--- src/design/double_ended_queue_unit_defines.svh ---
// assertion macros for the double-ended queue unit
// used by double_ended_queue_unit.sv, which supplies clk and rst in scope
`ifndef DOUBLE_ENDED_QUEUE_UNIT_DEFINES_SVH
`define DOUBLE_ENDED_QUEUE_UNIT_DEFINES_SVH

// same-cycle implication, checked outside reset
`define DEQ_ASSERT_NOW(label, ante, cons, msg) \
  label: assert property (@(posedge clk) disable iff (rst) (ante) |-> (cons)) \
    else $error(msg);

// next-cycle implication, checked outside reset
`define DEQ_ASSERT_NEXT(label, ante, cons, msg) \
  label: assert property (@(posedge clk) disable iff (rst) (ante) |=> (cons)) \
    else $error(msg);

`endif

--- src/design/deq_pkg.sv ---
// shared types and codes for the double-ended queue unit
// no dependencies; imported by the interfaces and all modules
package deq_pkg;

  localparam int DATA_W = 32;

  typedef enum logic [2:0] {
    OP_PUSH_FRONT = 3'd0,
    OP_PUSH_BACK  = 3'd1,
    OP_POP_FRONT  = 3'd2,
    OP_POP_BACK   = 3'd3,
    OP_SHOW       = 3'd4
  } op_t;

  typedef enum logic [1:0] {
    ST_OK    = 2'd0,
    ST_EMPTY = 2'd1,
    ST_FULL  = 2'd2
  } status_t;

  typedef enum logic {
    S_IDLE,
    S_EMIT
  } state_t;

  typedef struct packed {
    logic signed [DATA_W-1:0] data;
    status_t                  status;
    logic                     last;
  } result_t;

endpackage

--- src/design/deq_in_if.sv ---
// request channel of the double-ended queue unit: operation and value
// depends on deq_pkg
interface deq_in_if import deq_pkg::*; ();
  logic                     valid;
  logic                     ready;
  logic [2:0]               operation;
  logic signed [DATA_W-1:0] value;

  modport source (output valid, operation, value, input ready);
  modport sink (input valid, operation, value, output ready);
endinterface

--- src/design/deq_out_if.sv ---
// result channel of the double-ended queue unit: data, status, last
// depends on deq_pkg
interface deq_out_if import deq_pkg::*; ();
  logic                     valid;
  logic                     ready;
  logic signed [DATA_W-1:0] data;
  logic [1:0]               status;
  logic                     last;

  modport source (output valid, data, status, last, input ready);
  modport sink (input valid, data, status, last, output ready);
endinterface

--- src/design/deq_mem.sv ---
// entry store: one write port, one read port, registered read data
// depends on deq_pkg
module deq_mem import deq_pkg::*; #(
  parameter int DEPTH = 32,
  parameter int AW    = 5
) (
  input  logic              clk,
  input  logic              wr_en,
  input  logic [AW-1:0]     wr_addr,
  input  logic [DATA_W-1:0] wr_data,
  input  logic              rd_en,
  input  logic [AW-1:0]     rd_addr,
  output logic [DATA_W-1:0] rd_data
);

  logic [DATA_W-1:0] mem [DEPTH];

  always_ff @(posedge clk) begin
    if (wr_en) begin
      mem[wr_addr] <= wr_data;
    end
  end

  // read data holds until the next read
  always_ff @(posedge clk) begin
    if (rd_en) begin
      rd_data <= mem[rd_addr];
    end
  end

endmodule

--- src/design/deq_ctrl.sv ---
// sequencer of the double-ended queue: ring pointers, memory accesses, results
// depends on deq_pkg and deq_in_if
module deq_ctrl import deq_pkg::*; #(
  parameter int DEPTH = 32,
  parameter int AW    = 5,
  parameter int OW    = 6
) (
  input  logic              clk,
  input  logic              rst,
  deq_in_if.sink            req,
  output logic              res_valid,
  output result_t           res,
  input  logic              res_ready,
  output logic              wr_en,
  output logic [AW-1:0]     wr_addr,
  output logic [DATA_W-1:0] wr_data,
  output logic              rd_en,
  output logic [AW-1:0]     rd_addr,
  input  logic [DATA_W-1:0] rd_data,
  output logic [OW-1:0]     occupancy
);

  localparam int SW = OW + 1;
  localparam logic [SW-1:0] DEPTH_S = SW'(DEPTH);
  localparam logic [OW-1:0] DEPTH_O = OW'(DEPTH);
  localparam logic [AW-1:0] LAST_POS = AW'(DEPTH - 1);

  function automatic logic [AW-1:0] ring_wrap(input logic [SW-1:0] pos);
    logic [SW-1:0] r;
    r = (pos >= DEPTH_S) ? pos - DEPTH_S : pos;
    return r[AW-1:0];
  endfunction

  state_t        state, state_next;
  logic [AW-1:0] front, front_next;
  logic [OW-1:0] occ, occ_next;
  logic [OW-1:0] cnt, cnt_next;
  logic          emit_last, emit_last_next;

  op_t           op;
  logic          accept;
  logic          is_empty;
  logic          is_full;
  logic [AW-1:0] front_dec;
  logic [AW-1:0] front_inc;
  logic [AW-1:0] back_pos;
  logic [AW-1:0] tail_pos;
  logic [AW-1:0] show_pos;

  assign op        = op_t'(req.operation);
  assign accept    = req.valid && req.ready;
  assign is_empty  = (occ == '0);
  assign is_full   = (occ == DEPTH_O);
  assign front_dec = (front == '0) ? LAST_POS : front - 1'b1;
  assign front_inc = ring_wrap(SW'(front) + SW'(1));
  assign back_pos  = ring_wrap(SW'(front) + SW'(occ));
  assign tail_pos  = ring_wrap(SW'(front) + SW'(occ) - SW'(1));
  assign show_pos  = ring_wrap(SW'(front) + SW'(cnt));
  assign occupancy = occ;

  // next state
  always_comb begin
    state_next = state;
    case (state)
      S_IDLE: begin
        if (accept && !is_empty &&
            (op == OP_POP_FRONT || op == OP_POP_BACK || op == OP_SHOW)) begin
          state_next = S_EMIT;
        end
      end
      S_EMIT: begin
        if (res_ready && emit_last) begin
          state_next = S_IDLE;
        end
      end
      default: state_next = S_IDLE;
    endcase
  end

  // outputs and datapath next values
  always_comb begin
    req.ready      = 1'b0;
    res_valid      = 1'b0;
    res            = '{data: '0, status: ST_OK, last: 1'b1};
    wr_en          = 1'b0;
    wr_addr        = back_pos;
    wr_data        = req.value;
    rd_en          = 1'b0;
    rd_addr        = show_pos;
    front_next     = front;
    occ_next       = occ;
    cnt_next       = cnt;
    emit_last_next = emit_last;
    case (state)
      S_IDLE: begin
        req.ready = res_ready;
        case (op)
          OP_PUSH_FRONT, OP_PUSH_BACK: begin
            res_valid = req.valid;
            if (is_full) begin
              res.status = ST_FULL;
            end else if (accept) begin
              wr_en    = 1'b1;
              occ_next = occ + 1'b1;
              if (op == OP_PUSH_FRONT) begin
                wr_addr    = front_dec;
                front_next = front_dec;
              end
            end
          end
          OP_POP_FRONT, OP_POP_BACK, OP_SHOW: begin
            if (is_empty) begin
              res_valid  = req.valid;
              res.status = ST_EMPTY;
            end else if (accept) begin
              rd_en          = 1'b1;
              emit_last_next = 1'b1;
              if (op == OP_POP_FRONT) begin
                rd_addr    = front;
                front_next = front_inc;
                occ_next   = occ - 1'b1;
              end else if (op == OP_POP_BACK) begin
                rd_addr  = tail_pos;
                occ_next = occ - 1'b1;
              end else begin
                rd_addr        = front;
                cnt_next       = OW'(1);
                emit_last_next = (occ == OW'(1));
              end
            end
          end
          default: begin
            // undefined codes are taken and dropped
          end
        endcase
      end
      S_EMIT: begin
        res_valid = 1'b1;
        res.data  = rd_data;
        res.last  = emit_last;
        if (res_ready && !emit_last) begin
          rd_en          = 1'b1;
          cnt_next       = cnt + 1'b1;
          emit_last_next = (cnt + 1'b1 == occ);
        end
      end
      default: begin
      end
    endcase
  end

  always_ff @(posedge clk) begin
    if (rst) begin
      state <= S_IDLE;
      front <= '0;
      occ   <= '0;
    end else begin
      state <= state_next;
      front <= front_next;
      occ   <= occ_next;
    end
  end

  always_ff @(posedge clk) begin
    cnt       <= cnt_next;
    emit_last <= emit_last_next;
  end

endmodule

--- src/design/deq_out_buf.sv ---
// output register stage between the sequencer and the result channel
// depends on deq_pkg and deq_out_if
module deq_out_buf import deq_pkg::*; (
  input  logic     clk,
  input  logic     rst,
  input  logic     res_valid,
  input  result_t  res,
  output logic     res_ready,
  deq_out_if.source rsp
);

  result_t held;
  logic    valid;

  assign res_ready  = !valid || rsp.ready;
  assign rsp.valid  = valid;
  assign rsp.data   = held.data;
  assign rsp.status = held.status;
  assign rsp.last   = held.last;

  always_ff @(posedge clk) begin
    if (rst) begin
      valid <= 1'b0;
    end else if (res_ready) begin
      valid <= res_valid;
    end
  end

  always_ff @(posedge clk) begin
    if (res_ready && res_valid) begin
      held <= res;
    end
  end

endmodule

--- src/design/double_ended_queue_unit.sv ---
// Double-ended queue of DEPTH signed 32-bit values kept in a ring inside one
// synchronous memory with one write port and one read port. Each request
// transaction carries an operation (push front, push back, pop front, pop back,
// show) and a value; undefined operation codes are taken and produce nothing.
// Pushes and every pop or show on an empty queue, as well as a push to a full
// queue, give one result transaction each. A pop first reads the memory and
// then hands over the read data. A show of N entries gives N results, front to
// back, the last one marked; the single memory read port sets a pace of one
// entry per cycle while the result channel takes them, and a stall holds it.
// Results pass through an output register, so each result is registered
// before it appears on the result channel. A new request is taken only
// while that register is empty or is being read in the same cycle, so a
// stalled result channel also holds off the request side. Reset clears
// pointers and occupancy at once; no clearing pass runs over the memory.
// Depends on deq_pkg, deq_in_if, deq_out_if, deq_mem, deq_ctrl, deq_out_buf
// and the assertion macros in double_ended_queue_unit_defines.svh.
`include "double_ended_queue_unit_defines.svh"

module double_ended_queue_unit import deq_pkg::*; #(
  parameter int DEPTH = 32
) (
  input  logic      clk,
  input  logic      rst,
  deq_in_if.sink    req,
  deq_out_if.source rsp
);

  // ring address and occupancy widths
  localparam int AW = (DEPTH > 1) ? $clog2(DEPTH) : 1;
  localparam int OW = $clog2(DEPTH + 1);

  // sequencer to output register
  logic    res_valid;
  result_t res;
  logic    res_ready;

  // sequencer to memory
  logic              wr_en;
  logic [AW-1:0]     wr_addr;
  logic [DATA_W-1:0] wr_data;
  logic              rd_en;
  logic [AW-1:0]     rd_addr;
  logic [DATA_W-1:0] rd_data;

  logic [OW-1:0] occupancy;

  // pointer bookkeeping and the read/modify sequence; memory writes happen only
  // on an accepted push in idle and reads only on pop/show, so the two never
  // meet on the same entry and no forwarding is needed
  deq_ctrl #(
    .DEPTH(DEPTH),
    .AW   (AW),
    .OW   (OW)
  ) u_ctrl (
    .clk      (clk),
    .rst      (rst),
    .req      (req),
    .res_valid(res_valid),
    .res      (res),
    .res_ready(res_ready),
    .wr_en    (wr_en),
    .wr_addr  (wr_addr),
    .wr_data  (wr_data),
    .rd_en    (rd_en),
    .rd_addr  (rd_addr),
    .rd_data  (rd_data),
    .occupancy(occupancy)
  );

  // entry store, registered read data
  deq_mem #(
    .DEPTH(DEPTH),
    .AW   (AW)
  ) u_mem (
    .clk    (clk),
    .wr_en  (wr_en),
    .wr_addr(wr_addr),
    .wr_data(wr_data),
    .rd_en  (rd_en),
    .rd_addr(rd_addr),
    .rd_data(rd_data)
  );

  // result register toward the consumer
  deq_out_buf u_out (
    .clk      (clk),
    .rst      (rst),
    .res_valid(res_valid),
    .res      (res),
    .res_ready(res_ready),
    .rsp      (rsp)
  );

  // ring never holds more than DEPTH entries
  `DEQ_ASSERT_NOW(a_occ_bound, 1'b1, occupancy <= OW'(DEPTH), "occupancy above depth")
  // a memory write only comes from an accepted push transaction
  `DEQ_ASSERT_NOW(a_wr_on_accept, wr_en, req.valid && req.ready, "write without request")
  // reads and writes never share a cycle
  `DEQ_ASSERT_NOW(a_no_rw_overlap, rd_en, !wr_en, "read and write in one cycle")
  // while read data is in flight no new request is taken
  `DEQ_ASSERT_NEXT(a_read_interlock, rd_en, !req.ready, "request taken during read")

endmodule
--- src/flat_wrapper.sv ---
// flat-port wrapper written by rule: the top's interface ports become plain ports
module double_ended_queue_unit_flat import deq_pkg::*;
#(
  parameter int DEPTH = 32
)
  (clk, rst, req_valid, req_operation, req_value, req_ready, rsp_valid, rsp_data, rsp_status, rsp_last, rsp_ready);
  deq_in_if req_i ();
  deq_out_if rsp_i ();
  input  logic clk;
  input  logic rst;
  input wire logic [$bits(req_i.valid)-1:0] req_valid;
  input wire logic [$bits(req_i.operation)-1:0] req_operation;
  input wire logic [$bits(req_i.value)-1:0] req_value;
  output wire logic [$bits(req_i.ready)-1:0] req_ready;
  output wire logic [$bits(rsp_i.valid)-1:0] rsp_valid;
  output wire logic [$bits(rsp_i.data)-1:0] rsp_data;
  output wire logic [$bits(rsp_i.status)-1:0] rsp_status;
  output wire logic [$bits(rsp_i.last)-1:0] rsp_last;
  input wire logic [$bits(rsp_i.ready)-1:0] rsp_ready;
  assign req_i.valid = req_valid;
  assign req_i.operation = req_operation;
  assign req_i.value = req_value;
  assign req_ready = req_i.ready;
  assign rsp_valid = rsp_i.valid;
  assign rsp_data = rsp_i.data;
  assign rsp_status = rsp_i.status;
  assign rsp_last = rsp_i.last;
  assign rsp_i.ready = rsp_ready;
  double_ended_queue_unit #(.DEPTH(DEPTH)) u_core (.clk(clk), .rst(rst), .req(req_i), .rsp(rsp_i));
endmodule
--- config.mk ---
export PLATFORM = sky130hd
export DESIGN_NAME = double_ended_queue_unit_flat
export DESIGN_NICKNAME = d
export VERILOG_FILES = /design/src/design/deq_pkg.sv /design/src/design/deq_in_if.sv /design/src/design/deq_out_if.sv /design/src/design/deq_mem.sv /design/src/design/deq_ctrl.sv /design/src/design/deq_out_buf.sv /design/src/design/double_ended_queue_unit.sv /design/src/flat_wrapper.sv
export VERILOG_INCLUDE_DIRS = /design/src /design/src/design
export SDC_FILE = /design/constraint.sdc
export NUM_CORES = 1
export LEC_CHECK = 0
export ABC_AREA = 1
export BUFFER_PORTS_ARGS = -buffer_cell sky130_fd_sc_hd__buf_2
export CORE_MARGIN = 1
export CORE_UTILIZATION = 41
export CTS_BUF_LIST = sky130_fd_sc_hd__clkbuf_4 sky130_fd_sc_hd__clkbuf_8 sky130_fd_sc_hd__clkbuf_16
export CTS_CLUSTER_DIAMETER = 200
export DETAILED_ROUTE_END_ITERATION = 8
export GPL_TIMING_DRIVEN = 0
export SYNTH_ARGS = -nofsm -noshare
export SYNTH_HDL_FRONTEND = slang
export SYNTH_HIERARCHICAL = 1
export SYNTH_SLANG_ARGS = --single-unit
--- constraint.sdc ---
create_clock -name clk -period 4.4 [get_ports clk]
set_input_delay 0.44 -clock clk [delete_from_list [all_inputs] [get_ports clk]]
set_output_delay 0.44 -clock clk [all_outputs]
set_load 0.1 [all_outputs]
==> results.tsv <==
stage	metric	value	unit
clock_tree	clkTransAtPathRegs	0.06	ns
setup_path	cpMostUsedCell	nand2_1	
status	status	finished clean	
clock_tree	h-tree-depth	3	
sta	finalSetupTns	0	ns
die	die_x	338.5	um
sta	skew	0.02513	ns
sta	fin_crit_sh	96.86	%
die	dieArea	0.1146	mm^2
route	vias_per_cell	5.394	
power	finalPower	25.81	mW
yosys	netlist_instances	4003	
power	p_int	18.56	mW
global_routing	grt_pass1_wl	202300	um
yosys	yosysSeqAreaShare	71.60	%
route	antenna_left	0	
clock_tree	cts_tree	done	
setup_path	slowest_stage	dfxtp_1	
route	drc	0	
placement	pre_cts_ws	-0.04124	ns
die	core_region_area	0.1123	mm^2
sta	worst_pin_slew	1.099	ns
clock_tree	clk_latency	0.69	ns
sta	slew_violations	0	
sta	rsz0062_at_grt	false	
setup_path	path_cells	ha_1 > fa_1 > inv_1 > ha_1 > o21ai_0 > nand2_1 > o21ai_0 > buf_2 > buf_2 > buf_2 > nand3_1 > nand3_1 > nand2_1 > nand2_1 > nand2_1 > nand2_1 > nand2_1	
clock_tree	cts_buffer_depth	3	
yosys	yosys_warnings	6	
power	p_sw_share	28.09	%
sta	setup_viol	0	
yosys	syn_nets	4060	
route	drtIter0Drc	3814	
die	die_h	338.5	um
setup_path	worst-path-buf-inv	4	
flow_run	drv_cap	0	
global_routing	grtUsageTotal	24.35	%
route	vias	31361	
die	rows	123	
global_routing	grt_overflow_total	0	
setup_path	start_kind	flip-flop	
cells_and_area	final_common_cell	nand2_1	
sta	maxSlewHeadroom	26.76	%
setup_path	critPathMaxFanout	10	
die	initial_utilization	41.32	%
cells_and_area	areaGrowthSynthToFinish	15.52	%
sta	worst_slack	0.1380	ns
placement	gp_congestion	0.8640	
sta	hold_viol	0	
setup_path	cp_top_family	buffers and inverters	
power	combPwrFrac	16.6	%
placement	port_buffers	43	
cells_and_area	final_cell_mix	1568 x nand2_1, 1098 x edfxtp_1, 812 x nand3_1	
sta	finalCriticalPeriod	4.262	ns
power	p_clk_share	37.6	%
setup_path	worstPathArrival	4.64	ns
clock_tree	cts_root_buf	clkbuf_16	
clock_tree	cts_buffers	111	
global_routing	grt_pass1_vias	29940	
power	ir_drop	0.0003158	V
route	drt_pass1_iterations	6	
clock_tree	clock-sinks	1111	
power	netSwitchingPower	7.249	mW
global_routing	antenna_found_initial	2	
setup_path	cp-end-kind	flip-flop	
setup_path	crit_required	4.78	ns
cells_and_area	layout.nets	4277	
die	pin_count	76	
global_routing	grt_max_degree	33	
power	power.leakage	20.11	nW
setup_path	criticalPathCategory	flip-flop to flip-flop	
setup_path	slowest_delay	0.50	ns
yosys	synth.distinct_cells	32	
yosys	synth.avg_cell_area	11.60	um^2
yosys	synth-seq-cells	1111	
cells_and_area	layout-drive-gt1-share	13.35	%
route	post_drt_wl_per_cell	24.26	um
placement	dp_hpwl	94270	um
power	power_density	481.4	mW/mm^2
power	power_frac_seq	45.8	%
route	wl	141000	um
yosys	synth.cell_area	0.04642	mm^2
worst_hold_path	min_path_type	input port to flip-flop	
cells_and_area	post-route-util	47.73	%
sta	fmax	234.6	MHz
## path summary, 6_finish.rpt
| check | start | cells past startpoint | end | slack [ns] |
|---|---|---|---|---|
| worst max-delay path | u_core/u_ctrl/front[0] | 17 | u_core/u_mem/rd_data[1] | 0.14 |
| worst min-delay path | rsp_ready | 4 | u_core/u_out/rsp.valid | 0.04 |
| worst max register to register | u_core/u_ctrl/front[0] | 17 | u_core/u_mem/rd_data[1] | 0.14 |
| worst min register to register | u_core/u_mem/rd_data[30] | 2 | u_core/u_out/rsp.data[30] | 0.50 |
## worst reg2reg max path: cells and delay by family (launching register included)
| kind | cells | cell delay, ns |
|---|---|---|
| flops | 1 | 0.50 |
| compound gates | 2 | 0.22 |
| simple gates | 8 | 1.13 |
| fa+ha+maj | 3 | 0.96 |
| buf+inv | 4 | 1.15 |
## synth_stat cells, drive strengths merged
library cell,count,area (um^2)
nand3,814,4091
fa,2,40.04
buf,235,1748
inv,84,322.8
nand2,1573,5932
nand4,5,31.28
clkbuf,26,97.59
dfxtp,13,260.3
a21oi,21,116.4
xnor2,3,26.28
nor3,2,10.01
o21bai,1,7.510
edfxtp,1098,32970
nor2,66,275.3
o21a,1,7.510
ha,16,200.2
o211ai,1,7.510
o21ai,26,130.1
xor2,16,140.1
## state kept, by name, indices dropped and copies added (netlist names)
register	count
u_core/u_ctrl/occupancy	6
u_core/u_ctrl/emit_last	1
u_core/u_ctrl/front	5
u_core/u_mem/mem	1024
u_core/u_out/rsp.status	2
u_core/u_out/rsp.data	32
u_core/u_ctrl/state	1
u_core/u_mem/rd_data	32
u_core/u_out/rsp.valid	1
u_core/u_ctrl/cnt	6
u_core/u_out/rsp.last	1
## layer usage
metal / vias up / wire [um] / GRT usage [%]
met4: 0 / 6378 / 10.77
met1: 15372 / 57620 / 33.30
li1: 14274 / - / -
met5: - / 0 / 0
met2: 1462 / 64250 / 38.23
met3: 253 / 12790 / 4.150
## stage by stage
step	cells	hold slack (ns)	instance area, um^2
2_1_floorplan	4003	0.4814	46420
3_3_place_gp	5546	0.4788	48510
3_5_place_dp	5580	0.4931	49530
4_1_cts	5787	0.002215	53280
5_1_grt	5813	0.02506	53620
6_report	5814	0.04299	53620
## cell families (layout without fill, tap and decap cells)
logic type      count (synthesis)  after routing  share of synthesized area [%]
other cells                     0              1                              0
buf+inv                       345            655                          4.671
flops                        1111           1111                          71.60
fa+ha+maj                      18             18                         0.5176
compound gates                 50             50                         0.5796
xor+xnor                       19             19                         0.3585
simple gates                 2460           2460                          22.28
## power by group through the flow
| stage | Clock [mW] | Combinational (mW) | Sequential [mW] |
|---|---|---|---|
| final | 9.71 | 4.28 | 11.8 |
| after global placement | 0 | 4.12 | 12.1 |
| after CTS | 9.83 | 4.22 | 11.8 |
| after global routing | 10.2 | 4.57 | 11.8 |
| after detailed placement | 0 | 4.20 | 12.0 |
| after floorplan | 0 | 2.35 | 12.3 |
## repair_timing
action,4_1_cts,5_1_grt
resized for setup,2,32
pin swaps,0,8
hold endpoints to repair,1,0
setup endpoints to repair,3,146
hold buffers,1,0
setup buffers,0,26
## area by class of cell
type	count	area [um^2]
multi-input cells	2547	11280
fillers	10017	58730
repair buffers	104	1296
inverters	84	322.8
well taps	1500	1877
clock inverters	73	753.2
plain buffers	261	1878
clock buffers	133	2978
diodes	1	2.502
flip-flops and latches	1111	33230
Note: power is estimated with default switching activity, not from simulation.
